File: src/hdl/register_slot_cache_assert.svh
// Assertion helpers for the register slot cache.
`ifndef REGISTER_SLOT_CACHE_ASSERT_SVH
`define REGISTER_SLOT_CACHE_ASSERT_SVH

`ifndef SYNTH
`define RSC_ASSERT(label, clk, rstn, prop, msg) \
    label: assert property (@(posedge clk) disable iff (!rstn) prop) else $error(msg);
`define RSC_NEVER(label, clk, rstn, cond, msg) \
    label: assert property (@(posedge clk) disable iff (!rstn) !(cond)) else $error(msg);
`else
`define RSC_ASSERT(label, clk, rstn, prop, msg)
`define RSC_NEVER(label, clk, rstn, cond, msg)
`endif

`endif

File: src/hdl/rsc_pkg.sv
package rsc_pkg;

    localparam int OPC_W     = 3;
    localparam int VM_REG_W  = 6;
    localparam int REL_W     = 2;
    localparam int SLOT_W    = 2;
    localparam int VM_REGS   = 1 << VM_REG_W;
    localparam int S_TDATA_W = 8;
    localparam int M_TDATA_W = 8;
    localparam int M_TUSER_W = 3;

    typedef enum logic [OPC_W-1:0] {
        OP_READ    = 3'd0,
        OP_WRITE   = 3'd1,
        OP_RMW     = 3'd2,
        OP_RELEASE = 3'd3,
        OP_SYNC    = 3'd4
    } op_t;

endpackage

File: src/hdl/rsc_tag_store.sv
module rsc_tag_store #(
    parameter int NUM_SLOTS = 3,
    parameter int TAG_W     = 6,
    localparam int IDX_W    = (NUM_SLOTS > 1) ? $clog2(NUM_SLOTS) : 1
) (
    input  logic             aclk,
    input  logic             wr_en,
    input  logic [IDX_W-1:0] wr_idx,
    input  logic [TAG_W-1:0] wr_tag,
    input  logic [IDX_W-1:0] rd_idx,
    input  logic [TAG_W-1:0] cmp_tag,
    output logic [TAG_W-1:0] rd_tag,
    output logic             tag_match
);

    logic [TAG_W-1:0] tag_mem [NUM_SLOTS];

    always_ff @(posedge aclk) begin
        if (wr_en) begin
            tag_mem[wr_idx] <= wr_tag;
        end
    end

    // single shared comparator, stepped across the slots by the sequencer
    assign rd_tag    = tag_mem[rd_idx];
    assign tag_match = (tag_mem[rd_idx] == cmp_tag);

endmodule

File: src/hdl/register_slot_cache.sv
// Channel | Dir | tdata (low bit up)              | tuser (low bit up)          | tlast
// s_axis  | in  | vm_reg[5:0], release_slot[7:6]  | opcode[2:0]                 | -
// m_axis  | out | slot[1:0], writeback_reg[7:2]   | fail, writeback_valid, load | last_result
//
// Read/write/rmw: accepted in ST_IDLE, then a scan through the shared tag comparator up to a hit or the last slot.
// Sync: accepted in ST_IDLE, then one result per slot.
// Release and unused opcodes: accepted in ST_IDLE, no result.
// Reset clears all marks; tags are written before use. A stalled m_axis holds the scan once it has a result.
module register_slot_cache #(
    parameter int NUM_SLOTS       = 3,
    parameter int GUEST_REG_COUNT = 64
) (
    input  logic                          aclk,
    input  logic                          aresetn,
    input  logic                          s_axis_tvalid,
    output logic                          s_axis_tready,
    input  logic [rsc_pkg::S_TDATA_W-1:0] s_axis_tdata,  // vm_reg, release_slot
    input  logic [rsc_pkg::OPC_W-1:0]     s_axis_tuser,  // opcode
    output logic                          m_axis_tvalid,
    input  logic                          m_axis_tready,
    output logic [rsc_pkg::M_TDATA_W-1:0] m_axis_tdata,  // slot, writeback_reg
    output logic [rsc_pkg::M_TUSER_W-1:0] m_axis_tuser,  // fail, writeback_valid, load_valid
    output logic                          m_axis_tlast   // last_result
);
    import rsc_pkg::*;

    localparam int IDX_W = (NUM_SLOTS > 1) ? $clog2(NUM_SLOTS) : 1;
    localparam int TAG_W = $clog2(GUEST_REG_COUNT);
    localparam logic [IDX_W-1:0] LAST_IDX = IDX_W'(NUM_SLOTS - 1);

    typedef logic [TAG_W-1:0] mod_tab_t [VM_REGS];

    function automatic mod_tab_t mod_table();
        mod_tab_t t;
        for (int i = 0; i < VM_REGS; i++) begin
            t[i] = TAG_W'(i % GUEST_REG_COUNT);
        end
        return t;
    endfunction

    localparam mod_tab_t REG_MOD = mod_table();

    typedef enum logic [1:0] {
        ST_IDLE,
        ST_SCAN,
        ST_SYNC
    } state_t;

    state_t               state_reg;
    op_t                  op_reg;
    logic [TAG_W-1:0]     vreg_reg;
    logic [IDX_W-1:0]     idx_reg;
    logic                 free_found_reg;
    logic [IDX_W-1:0]     free_idx_reg;
    logic                 free_wbv_reg;
    logic [TAG_W-1:0]     free_wbr_reg;
    logic [NUM_SLOTS-1:0] valid_reg;
    logic [NUM_SLOTS-1:0] dirty_reg;
    logic [NUM_SLOTS-1:0] pinned_reg;

    logic                 m_tvalid_reg;
    logic [SLOT_W-1:0]    out_slot_reg;
    logic                 out_fail_reg;
    logic                 out_wbv_reg;
    logic [VM_REG_W-1:0]  out_wbr_reg;
    logic                 out_load_reg;
    logic                 out_last_reg;

    op_t                  in_op;
    logic [VM_REG_W-1:0]  in_vm_reg;
    logic [REL_W-1:0]     in_rel;
    logic [NUM_SLOTS-1:0] rel_mask;

    logic [TAG_W-1:0]     rd_tag;
    logic                 tag_match;
    logic                 tag_wr;

    logic                 cur_valid;
    logic                 cur_dirty;
    logic                 cur_pin;
    logic                 scan_hit;
    logic                 scan_last;
    logic                 scan_done;
    logic                 victim_found;
    logic [IDX_W-1:0]     victim_idx;
    logic                 victim_wbv;
    logic [TAG_W-1:0]     victim_wbr;
    logic                 out_free;
    logic                 emit;

    logic [SLOT_W-1:0]         res_slot;
    logic                      res_fail;
    logic                      res_wbv;
    logic [TAG_W-1:0]          res_wbr;
    logic                      res_load;
    logic                      res_last;
    logic [IDX_W+SLOT_W-1:0]   slot_ext;
    logic [IDX_W-1:0]          res_idx;
    logic [TAG_W+VM_REG_W-1:0] wbr_ext;

    assign in_op     = op_t'(s_axis_tuser);
    assign in_vm_reg = s_axis_tdata[VM_REG_W-1:0];
    assign in_rel    = s_axis_tdata[VM_REG_W +: REL_W];

    always_comb begin
        for (int i = 0; i < NUM_SLOTS; i++) begin
            rel_mask[i] = (int'(in_rel) == i);
        end
    end

    rsc_tag_store #(
        .NUM_SLOTS(NUM_SLOTS),
        .TAG_W    (TAG_W)
    ) u_tag_store (
        .aclk     (aclk),
        .wr_en    (tag_wr),
        .wr_idx   (victim_idx),
        .wr_tag   (vreg_reg),
        .rd_idx   (idx_reg),
        .cmp_tag  (vreg_reg),
        .rd_tag   (rd_tag),
        .tag_match(tag_match)
    );

    assign cur_valid    = valid_reg[idx_reg];
    assign cur_dirty    = dirty_reg[idx_reg];
    assign cur_pin      = pinned_reg[idx_reg];
    assign scan_hit     = cur_valid && tag_match;
    assign scan_last    = (idx_reg == LAST_IDX);
    assign scan_done    = (state_reg == ST_SCAN) && (scan_hit || scan_last);
    assign victim_found = free_found_reg || !cur_pin;
    assign victim_idx   = free_found_reg ? free_idx_reg : idx_reg;
    assign victim_wbv   = free_found_reg ? free_wbv_reg : (cur_valid && cur_dirty);
    assign victim_wbr   = free_found_reg ? free_wbr_reg : rd_tag;
    assign out_free     = !m_tvalid_reg || m_axis_tready;
    assign emit         = (scan_done || (state_reg == ST_SYNC)) && out_free;
    assign tag_wr       = (state_reg == ST_SCAN) && emit && !scan_hit && victim_found;

    always_comb begin
        res_idx  = idx_reg;
        res_fail = 1'b0;
        res_wbv  = 1'b0;
        res_wbr  = '0;
        res_load = 1'b0;
        res_last = 1'b1;
        if (state_reg == ST_SYNC) begin
            res_wbv  = cur_valid && cur_dirty;
            res_wbr  = res_wbv ? rd_tag : '0;
            res_last = scan_last;
        end else if (!scan_hit) begin
            if (victim_found) begin
                res_idx  = victim_idx;
                res_wbv  = victim_wbv;
                res_wbr  = victim_wbv ? victim_wbr : '0;
                res_load = (op_reg != OP_WRITE);
            end else begin
                res_idx  = '0;
                res_fail = 1'b1;
            end
        end
        slot_ext = {{SLOT_W{1'b0}}, res_idx};
        res_slot = slot_ext[SLOT_W-1:0];
        wbr_ext  = {{VM_REG_W{1'b0}}, res_wbr};
    end

    always_ff @(posedge aclk) begin
        if (!aresetn) begin
            state_reg      <= ST_IDLE;
            idx_reg        <= '0;
            free_found_reg <= 1'b0;
            valid_reg      <= '0;
            dirty_reg      <= '0;
            pinned_reg     <= '0;
            m_tvalid_reg   <= 1'b0;
        end else begin
            if (emit) begin
                m_tvalid_reg <= 1'b1;
                out_slot_reg <= res_slot;
                out_fail_reg <= res_fail;
                out_wbv_reg  <= res_wbv;
                out_wbr_reg  <= wbr_ext[VM_REG_W-1:0];
                out_load_reg <= res_load;
                out_last_reg <= res_last;
            end else if (m_axis_tready) begin
                m_tvalid_reg <= 1'b0;
            end
            unique case (state_reg)
                ST_IDLE: begin
                    if (s_axis_tvalid) begin
                        idx_reg        <= '0;
                        free_found_reg <= 1'b0;
                        op_reg         <= in_op;
                        vreg_reg       <= REG_MOD[in_vm_reg];
                        unique case (in_op)
                            OP_READ, OP_WRITE, OP_RMW: begin
                                state_reg <= ST_SCAN;
                            end
                            OP_RELEASE: begin
                                pinned_reg <= pinned_reg & ~rel_mask;
                            end
                            OP_SYNC: begin
                                state_reg <= ST_SYNC;
                            end
                            default: begin
                            end
                        endcase
                    end
                end
                ST_SCAN: begin
                    if (emit) begin
                        state_reg <= ST_IDLE;
                        if (scan_hit) begin
                            pinned_reg[idx_reg] <= 1'b1;
                            if (op_reg != OP_READ) begin
                                dirty_reg[idx_reg] <= 1'b1;
                            end
                        end else if (victim_found) begin
                            valid_reg[victim_idx]  <= 1'b1;
                            pinned_reg[victim_idx] <= 1'b1;
                            dirty_reg[victim_idx]  <= (op_reg != OP_READ);
                        end
                    end else if (!scan_done) begin
                        idx_reg <= idx_reg + 1'b1;
                        if (!cur_pin && !free_found_reg) begin
                            free_found_reg <= 1'b1;
                            free_idx_reg   <= idx_reg;
                            free_wbv_reg   <= cur_valid && cur_dirty;
                            free_wbr_reg   <= rd_tag;
                        end
                    end
                end
                ST_SYNC: begin
                    if (emit) begin
                        if (scan_last) begin
                            state_reg  <= ST_IDLE;
                            valid_reg  <= '0;
                            dirty_reg  <= '0;
                            pinned_reg <= '0;
                        end else begin
                            idx_reg <= idx_reg + 1'b1;
                        end
                    end
                end
                default: begin
                    state_reg <= ST_IDLE;
                end
            endcase
        end
    end

    assign s_axis_tready = (state_reg == ST_IDLE);
    assign m_axis_tvalid = m_tvalid_reg;
    assign m_axis_tdata  = {out_wbr_reg, out_slot_reg};
    assign m_axis_tuser  = {out_load_reg, out_wbv_reg, out_fail_reg};
    assign m_axis_tlast  = out_last_reg;

`include "register_slot_cache_assert.svh"

    `RSC_NEVER(a_pin_needs_valid, aclk, aresetn, (pinned_reg & ~valid_reg) != '0, "pinned slot not valid")
    `RSC_NEVER(a_dirty_needs_valid, aclk, aresetn, (dirty_reg & ~valid_reg) != '0, "dirty slot not valid")
    `RSC_ASSERT(a_fail_all_pinned, aclk, aresetn, (emit && res_fail) |-> (&pinned_reg), "fail with free slot")
    `RSC_ASSERT(a_sync_clears, aclk, aresetn, (emit && state_reg == ST_SYNC && res_last) |=> (valid_reg == '0), "sync left marks")

endmodule

File: config.mk
export PLATFORM = sky130hd
export DESIGN_NAME = register_slot_cache
export DESIGN_NICKNAME = d
export VERILOG_FILES = /design/src/hdl/rsc_pkg.sv /design/src/hdl/rsc_tag_store.sv /design/src/hdl/register_slot_cache.sv
export VERILOG_INCLUDE_DIRS = /design/src /design/src/hdl
export SDC_FILE = /design/constraint.sdc
export NUM_CORES = 1
export LEC_CHECK = 0
export ABC_AREA = 0
export BUFFER_PORTS_ARGS = -buffer_cell sky130_fd_sc_hd__buf_2
export CELL_PAD_IN_SITES_DETAIL_PLACEMENT = 1
export CELL_PAD_IN_SITES_GLOBAL_PLACEMENT = 1
export CORE_AREA = 5 5 99 101
export CTS_BUF_LIST = sky130_fd_sc_hd__clkbuf_4 sky130_fd_sc_hd__clkbuf_8
export CTS_CLUSTER_DIAMETER = 40
export CTS_CLUSTER_SIZE = 25
export DETAILED_ROUTE_END_ITERATION = 10
export DIE_AREA = 0 0 104 106
export PLACE_DENSITY_LB_ADDON = 0.1
export SLEW_MARGIN = 20
export SYNTH_ARGS = -nofsm -noshare
export SYNTH_HDL_FRONTEND = slang
export SYNTH_HIERARCHICAL = 1
export SYNTH_SLANG_ARGS = --single-unit
File: constraint.sdc
create_clock -name aclk -period 3.3 [get_ports aclk]
set_clock_uncertainty 0.15 [all_clocks]
set_input_delay 0.165 -clock aclk [delete_from_list [all_inputs] [get_ports aclk]]
set_output_delay 0.165 -clock aclk [all_outputs]
set_load 0.02 [all_outputs]
==> metrics.csv, run 1 <==
metric,value,unit
clock network fraction of design power,36.3,%
vias,2358,
antenna cells,0,
clock sink count,63,
Combinational Power Share,22.4,%
Layout area overhead,18.2,%
Worst Hold End,idx_reg[1],
part of the cycle the worst path needs,91.8,%
io pins,29,
Die Span Y,106,µm
pre-CTS setup slack,0.126,ns
setup ws final,0.271,ns
asr flop ratio synth,0,%
hold_sp,aresetn,
post-route antenna net violation count,0,
DRT Pass-1 Iters,4,
yosys warns,6,
internal power,1.65,mW
sw frac,30.7,%
max FFs per register,18,
Flop pwr share,41.3,%
class of the worst hold path,in2reg,
Tot GR Track Use,15.6,%
H-tree levels,3,
fillers,1000,
Leak Pwr,1.42,nW
Crit Reg-Reg Startpoint,idx_reg[0],
post-synthesis sequential area ratio,53.9,%
Final Hold Viols,0,
Synth top area share,44.6,%
Num CTS Buffers,9,
Total Wirelength,8.09,mm
Startpoint Class,flop,
"Clk Latency, worst-skew pair",0.35,ns
worst reg2reg path depth,10,
CTS tree,built,
worst hold slack,0.0603,ns
drt wl/cell,18.5,µm
Iteration-0 DRC Markers,149,
layout cells sized above 1,25.7,%
final setup violating endpoints,0,
Syn Nets,298,
RSZ-0062 raised after global routing,no,
Post-DP Area,3480,µm²
initial antenna violation count,0,
Initial Util,36.2,%
DR vias/cell,5.38,
Worst Hold Depth,3,
Mapped Area,3230,µm²
synthesis-stage register bit count,63,
post-synthesis cell count,276,
status,finished clean,
first-pass GRT wire length,13.5,mm
Worst R2R End,out_slot_reg[0],
"Top FF cell, synth",edfxtp_1,
Core Area,8930,µm²
Worst EP required,3.20,ns
dominant cell type by area after synthesis,edfxtp_1,
Port Buf Inserts,28,
Top reg by flops,u_tag_store/tag_mem,
Tmin final,3.03,ns
Final Cell Area,3820,µm²
Longest Clk Path Bufs,2,
Setup CP Type,reg2reg,
arrival time at the worst endpoint,2.93,ns
Overflow after GRT,0,
clk root buf,clkbuf_8,
Synth area leaders,"edfxtp_1 45%, dfxtp_1 9.3%, mux2i_1 2.8%, nand2_1 2.8%, ha_1 2.7%",
# Max-Cap Violations,0,
Switching Power,731,µW
Post-synth EDFFs,48,
Die Area,11000,µm²
Post-CTS Setup Bufs,0,
slew of the pin with the lowest slew margin,0.755,ns
Max Freq,330,MHz
Slew headroom,49.6,%
Final Core Density,42.8,%
detailed-placement wirelength estimate,5.92,mm
DRC violations left,0,
Clock Pin Slew Worst Setup and Hold Paths,0.08,ns
Layout Nets,344,
"Max FO, Critical Path",12,
largest net degree at the start of global routing,24,
crit end category,flop,
# rows,35,
Die X,104,µm
vias in the first global route,2490,
setup TNS,0,ns
Yosys cell types,61,
Pwr Density,623,nW/µm²
max-slew violations,0,
Worst R2R Setup Slack,0.27,ns
GP Congestion,0.833,
mean post-synth cell area,11.7,µm²
Max VDD drop,0.301,mV
layout by cell type, fill, tap and decap left out, types with 3 or more instances in the layout:
| cell | instances |
|---|---|
| o21a_1 | 6 |
| ha_1 | 7 |
| a211o_1 | 4 |
| nand3_1 | 4 |
| o211ai_1 | 5 |
| and3b_1 | 3 |
| dlygate4sd3_1 | 9 |
| nand2_1 | 24 |
| o21ai_0 | 13 |
| bufinv_16 | 3 |
| nor2_1 | 20 |
| inv_6 | 3 |
| o22ai_1 | 6 |
| nand2b_1 | 3 |
| a21o_2 | 4 |
| nor3_1 | 4 |
| buf_4 | 13 |
| dfxtp_1 | 13 |
| inv_1 | 13 |
| a21oi_1 | 6 |
| clkbuf_8 | 9 |
| nand4_1 | 3 |
| o221a_2 | 3 |
| o21ai_1 | 3 |
| a22o_1 | 6 |
| mux2i_1 | 9 |
| a221o_1 | 3 |
| buf_2 | 28 |
| edfxtp_1 | 48 |
| nor2b_1 | 6 |
| a211oi_1 | 5 |
power groups by stage:
stage | Clock (mW) | Sequential (mW) | Combinational, mW
floorplan | 0 | 0.978 | 0.397
global placement | 0 | 0.998 | 0.520
detailed placement | 0 | 1.00 | 0.523
CTS | 0.881 | 0.983 | 0.535
global route | 0.923 | 0.994 | 0.592
finish | 0.863 | 0.983 | 0.534
how the worst max path moves through the flow:
stage,start,end,slack [ns],cells after the start
after floorplan,idx_reg[0],m_axis_tlast,0.25,10
after global placement,idx_reg[1],free_wbr_reg[2],0.21,10
after detailed placement,idx_reg[0],out_wbr_reg[5],0.13,10
after CTS,idx_reg[0],out_slot_reg[1],0.11,10
after global routing,idx_reg[0],out_fail_reg,0.05,10
final,idx_reg[0],out_slot_reg[0],0.27,10
worst max-delay path: stages, from the launching register on:
cell and delay (ns):
dfxtp_2 0.47, mux2i_1 0.33, a211o_1 0.17, nand4_1 0.09
nor4_2 0.41, nand4b_1 0.20, o21a_1 0.24, a21oi_1 0.23
nor2_1 0.10, nor3_2 0.12, buf_4 0.22
final cells by class:
| type | instances | area (µm²) | area share, % |
|---|---|---|---|
| inverter | 13 | 48.8 | 1.28 |
| multi-input combinational | 185 | 1310 | 34.3 |
| tap | 111 | 139 | 3.63 |
| clock inverter | 7 | 125 | 3.27 |
| sequential | 63 | 1740 | 45.6 |
| timing repair buffer | 50 | 328 | 8.58 |
| clock buffer | 9 | 124 | 3.24 |
per-layer routing:
metal / track usage, % / vias up / part of all wire [%]
li1: - / 1138 / -
met1: 22.4 / 1151 / 49
met2: 23.5 / 60 / 44
met3: 2.91 / 9 / 5.1
met4: 5.27 / 0 / 1.3
met5: 0 / - / 0
Yosys cell counts (6+ instances only):
| cell | count |
|---|---|
| nor2_1 | 20 |
| o21a_1 | 6 |
| nand2_1 | 24 |
| mux2i_1 | 9 |
| edfxtp_1 | 48 |
| a22o_1 | 6 |
| dfxtp_1 | 15 |
| a21oi_1 | 6 |
| ha_1 | 7 |
| o22ai_1 | 6 |
| nor2b_1 | 6 |
| o21ai_0 | 13 |
| inv_1 | 13 |
per-stage QoR:
stage          std cells  power, mW
4_1_cts              438       2.40
6_report             438       2.38
3_5_place_dp         413       1.52
5_1_grt              438       2.51
2_1_floorplan        276       1.37
3_3_place_gp         413       1.52
cells by family (layout without fill, tap and decap cells):
family	Yosys count	after routing	share of synthesized area [%]
flip-flops	63	63	53.9
XOR/XNOR	2	2	0.542
buffers and inverters	28	79	5.65
AO/OA/AOI/OAI	81	81	19.4
AND/OR/NAND/NOR	82	82	13.4
adder cells (fa/ha/maj)	8	8	3.02
multiplexers	12	12	4.10
what timing repair did:
item                                   CTS  global route
endpoints found under the hold margin   10             0
hold buffers                             9             0
resized for setup                        0             2
setup endpoints to repair                0            27
(Power assumes the default switching activity.)
==> run 2: changes to the inputs <==
--- a/config.mk
+++ b/config.mk
@@ -15,3 +15,2 @@
 export CTS_CLUSTER_DIAMETER = 40
-export CTS_CLUSTER_SIZE = 25
 export DETAILED_ROUTE_END_ITERATION = 10
==> constraint.sdc (replaced) <==
create_clock -name aclk -period 3.3 [get_ports aclk]
set_clock_uncertainty 0.15 [all_clocks]
set_input_delay 0.33 -clock aclk [delete_from_list [all_inputs] [get_ports aclk]]
set_output_delay 0.33 -clock aclk [all_outputs]
set_load 0.02 [all_outputs]
==> run 2 against run 1 <==
  * Sequential power about the same
  * Die area is the same
  * Wire length is 0.15% lower
  * Via count down 0.25%
  * Global-route usage shrank 0.12 points
  * Setup slack lost 0.0030 ns
  * Combinational power about the same
  * Cell count down 0.68%
  * Hold slack gained 0.0031 ns
  * Register-to-register slack about the same
==> metrics.csv, run 2 (same netlist as run 1, synthesis figures left out) <==
metric,value,unit,change
Worst Hold Depth,1,,was 3
final setup violating endpoints,0,,unchanged
clk root buf,clkbuf_8,,unchanged
Longest Clk Path Bufs,2,,unchanged
H-tree levels,3,,unchanged
fin cells,435,,was 438
Post-CTS Setup Bufs,0,,unchanged
crit end category,flop,,unchanged
Max Freq,330,MHz,about the same
Layout area overhead,17.3,%,was 18.2%
internal power,1.65,mW,about the same
Total Wirelength,8.08,mm,was 8.09 mm
Post-DP Area,3480,µm²,unchanged
status,finished clean,,unchanged
Port Buf Inserts,28,,unchanged
Initial Util,36.2,%,unchanged
post-route antenna net violation count,0,,unchanged
Crit Reg-Reg Startpoint,idx_reg[0],,unchanged
max-slew violations,0,,unchanged
max FFs per register,18,,unchanged
Final Cell Area,3790,µm²,was 3820 µm²
Slew headroom,50.0,%,was 49.6%
Tmin final,3.03,ns,about the same
DRT Pass-1 Iters,4,,unchanged
RSZ-0062 raised after global routing,no,,unchanged
Setup CP Type,reg2reg,,unchanged
initial antenna violation count,0,,unchanged
"commonest cells after routing, fill and taps aside","48 x edfxtp_1, 28 x buf_2, 24 x nand2_1",,unchanged
"commonest non-fill, non-tap cell in the layout",edfxtp_1,,unchanged
Die Span Y,106,µm,unchanged
Max VDD drop,0.300,mV,was 0.301 mV
Num CTS Buffers,9,,unchanged
pre-CTS setup slack,0.126,ns,unchanged
class of the worst hold path,in2reg,,unchanged
part of the cycle the worst path needs,91.9,%,was 91.8%
post-route total power,2.38,mW,about the same
worst reg2reg path depth,10,,unchanged
vias in the first global route,2465,,"was 2,490"
worst hold slack,0.0634,ns,was 0.0603 ns
hold_sp,s_axis_tuser[1],,was aresetn
slew of the pin with the lowest slew margin,0.748,ns,was 0.755 ns
setup TNS,0,ns,unchanged
vias,2352,,"was 2,358"
Die X,104,µm,unchanged
arrival time at the worst endpoint,2.92,ns,was 2.93 ns
fillers,1004,,"was 1,000"
layout cells sized above 1,25.9,%,was 25.7%
Leak Pwr,1.41,nW,was 1.42 nW
Combinational Power Share,22.4,%,about the same
Startpoint Class,flop,,unchanged
io pins,29,,unchanged
clock sink count,63,,unchanged
Final Core Density,42.4,%,was 42.8%
GP Congestion,0.833,,unchanged
drt wl/cell,18.6,µm,was 18.5 µm
Worst EP required,3.19,ns,was 3.20 ns
Overflow after GRT,0,,unchanged
CTS tree,built,,unchanged
clock network fraction of design power,36.2,%,was 36.3%
detailed-placement wirelength estimate,5.92,mm,unchanged
Final Hold Viols,0,,unchanged
Flop pwr share,41.4,%,was 41.3%
Core Area,8930,µm²,unchanged
# Max-Cap Violations,0,,unchanged
# rows,35,,unchanged
Tot GR Track Use,15.4,%,was 15.6%
first-pass GRT wire length,13.4,mm,was 13.5 mm
Placed Instances,413,,unchanged
DR vias/cell,5.41,,was 5.38
Switching Power,729,µW,was 731 µW
"Clk Latency, worst-skew pair",0.35,ns,about the same
Pwr Density,627,nW/µm²,was 623 nW/µm²
Clock Pin Slew Worst Setup and Hold Paths,0.08,ns,about the same
Worst Hold End,op_reg[1],,was idx_reg[1]
"Max FO, Critical Path",12,,unchanged
antenna cells,0,,unchanged
largest net degree at the start of global routing,24,,unchanged
Iteration-0 DRC Markers,102,,was 149
setup ws final,0.268,ns,was 0.271 ns
Top reg by flops,u_tag_store/tag_mem,,unchanged
Crit. Startpoint,idx_reg[0],,unchanged
Worst R2R End,out_slot_reg[1],,was out_slot_reg[0]
sw frac,30.7,%,about the same
Die Area,11000,µm²,unchanged
Worst R2R Setup Slack,0.27,ns,about the same
DRC violations left,0,,unchanged
Layout Nets,341,,was 344
-- run 2: changes by cell type in the layout (fill, tap and decap cells not counted) --
| cell | delta |
|---|---|
| dlygate4sd3_1 | -3 |
-- run 2: what timing repair did --
action	CTS	global route
hold buffers	6	0
endpoints found under the hold margin	6	0
setup endpoints to repair	0	27
resized for setup	0	2
-- run 2: cell type report --
| type | count | area, µm² | area share [%] |
|---|---|---|---|
| clock buffers | 9 | 124 | 3.27 |
| clock inverters | 7 | 125 | 3.30 |
| inverters | 13 | 48.8 | 1.29 |
| repair buffers | 47 | 298 | 7.85 |
| multi-input cells | 185 | 1310 | 34.6 |
| flip-flops and latches | 63 | 1740 | 46.0 |
| well taps | 111 | 139 | 3.66 |
-- run 2: worst max path at each step --
| stage | depth (start not counted) | slack (ns) | end |
|---|---|---|---|
| final | 10 | 0.27 | out_slot_reg[1] |
| after global routing | 10 | 0.05 | out_fail_reg |
| after CTS | 10 | 0.11 | out_slot_reg[1] |
| after detailed placement | 10 | 0.13 | out_wbr_reg[5] |
| after global placement | 10 | 0.21 | free_wbr_reg[2] |
| after floorplan | 10 | 0.25 | m_axis_tlast |
-- run 2: per-layer routing --
| layer | wire length (µm) | share of wire, % | vias to the layer above | GRT usage (%) |
|---|---|---|---|---|
| li1 | - | - | 1134 | - |
| met1 | 3950 | 49 | 1147 | 22.2 |
| met2 | 3580 | 44 | 65 | 23.3 |
| met3 | 456 | 5.6 | 6 | 2.91 |
| met4 | 85 | 1.1 | 0 | 5.27 |
| met5 | 0 | 0 | - | 0 |
-- run 2: critical path: stages, from the launching register on --
cell	delay (ns)
dfxtp_2	0.47
mux2i_1	0.33
a211o_1	0.17
nand4_1	0.09
nor4_2	0.41
nand4b_1	0.20
o21a_1	0.23
a21oi_1	0.22
nor2_1	0.10
nor3_2	0.12
buf_4	0.23
-- run 2: power by group through the flow --
stage	sequential (mW)	combinational, mW	clock [mW]
2_1_floorplan	0.978	0.397	0
3_3_place_gp	0.998	0.520	0
3_5_place_dp	1.00	0.523	0
4_1_cts	0.983	0.532	0.881
5_1_grt	0.994	0.589	0.923
6_report	0.983	0.532	0.860
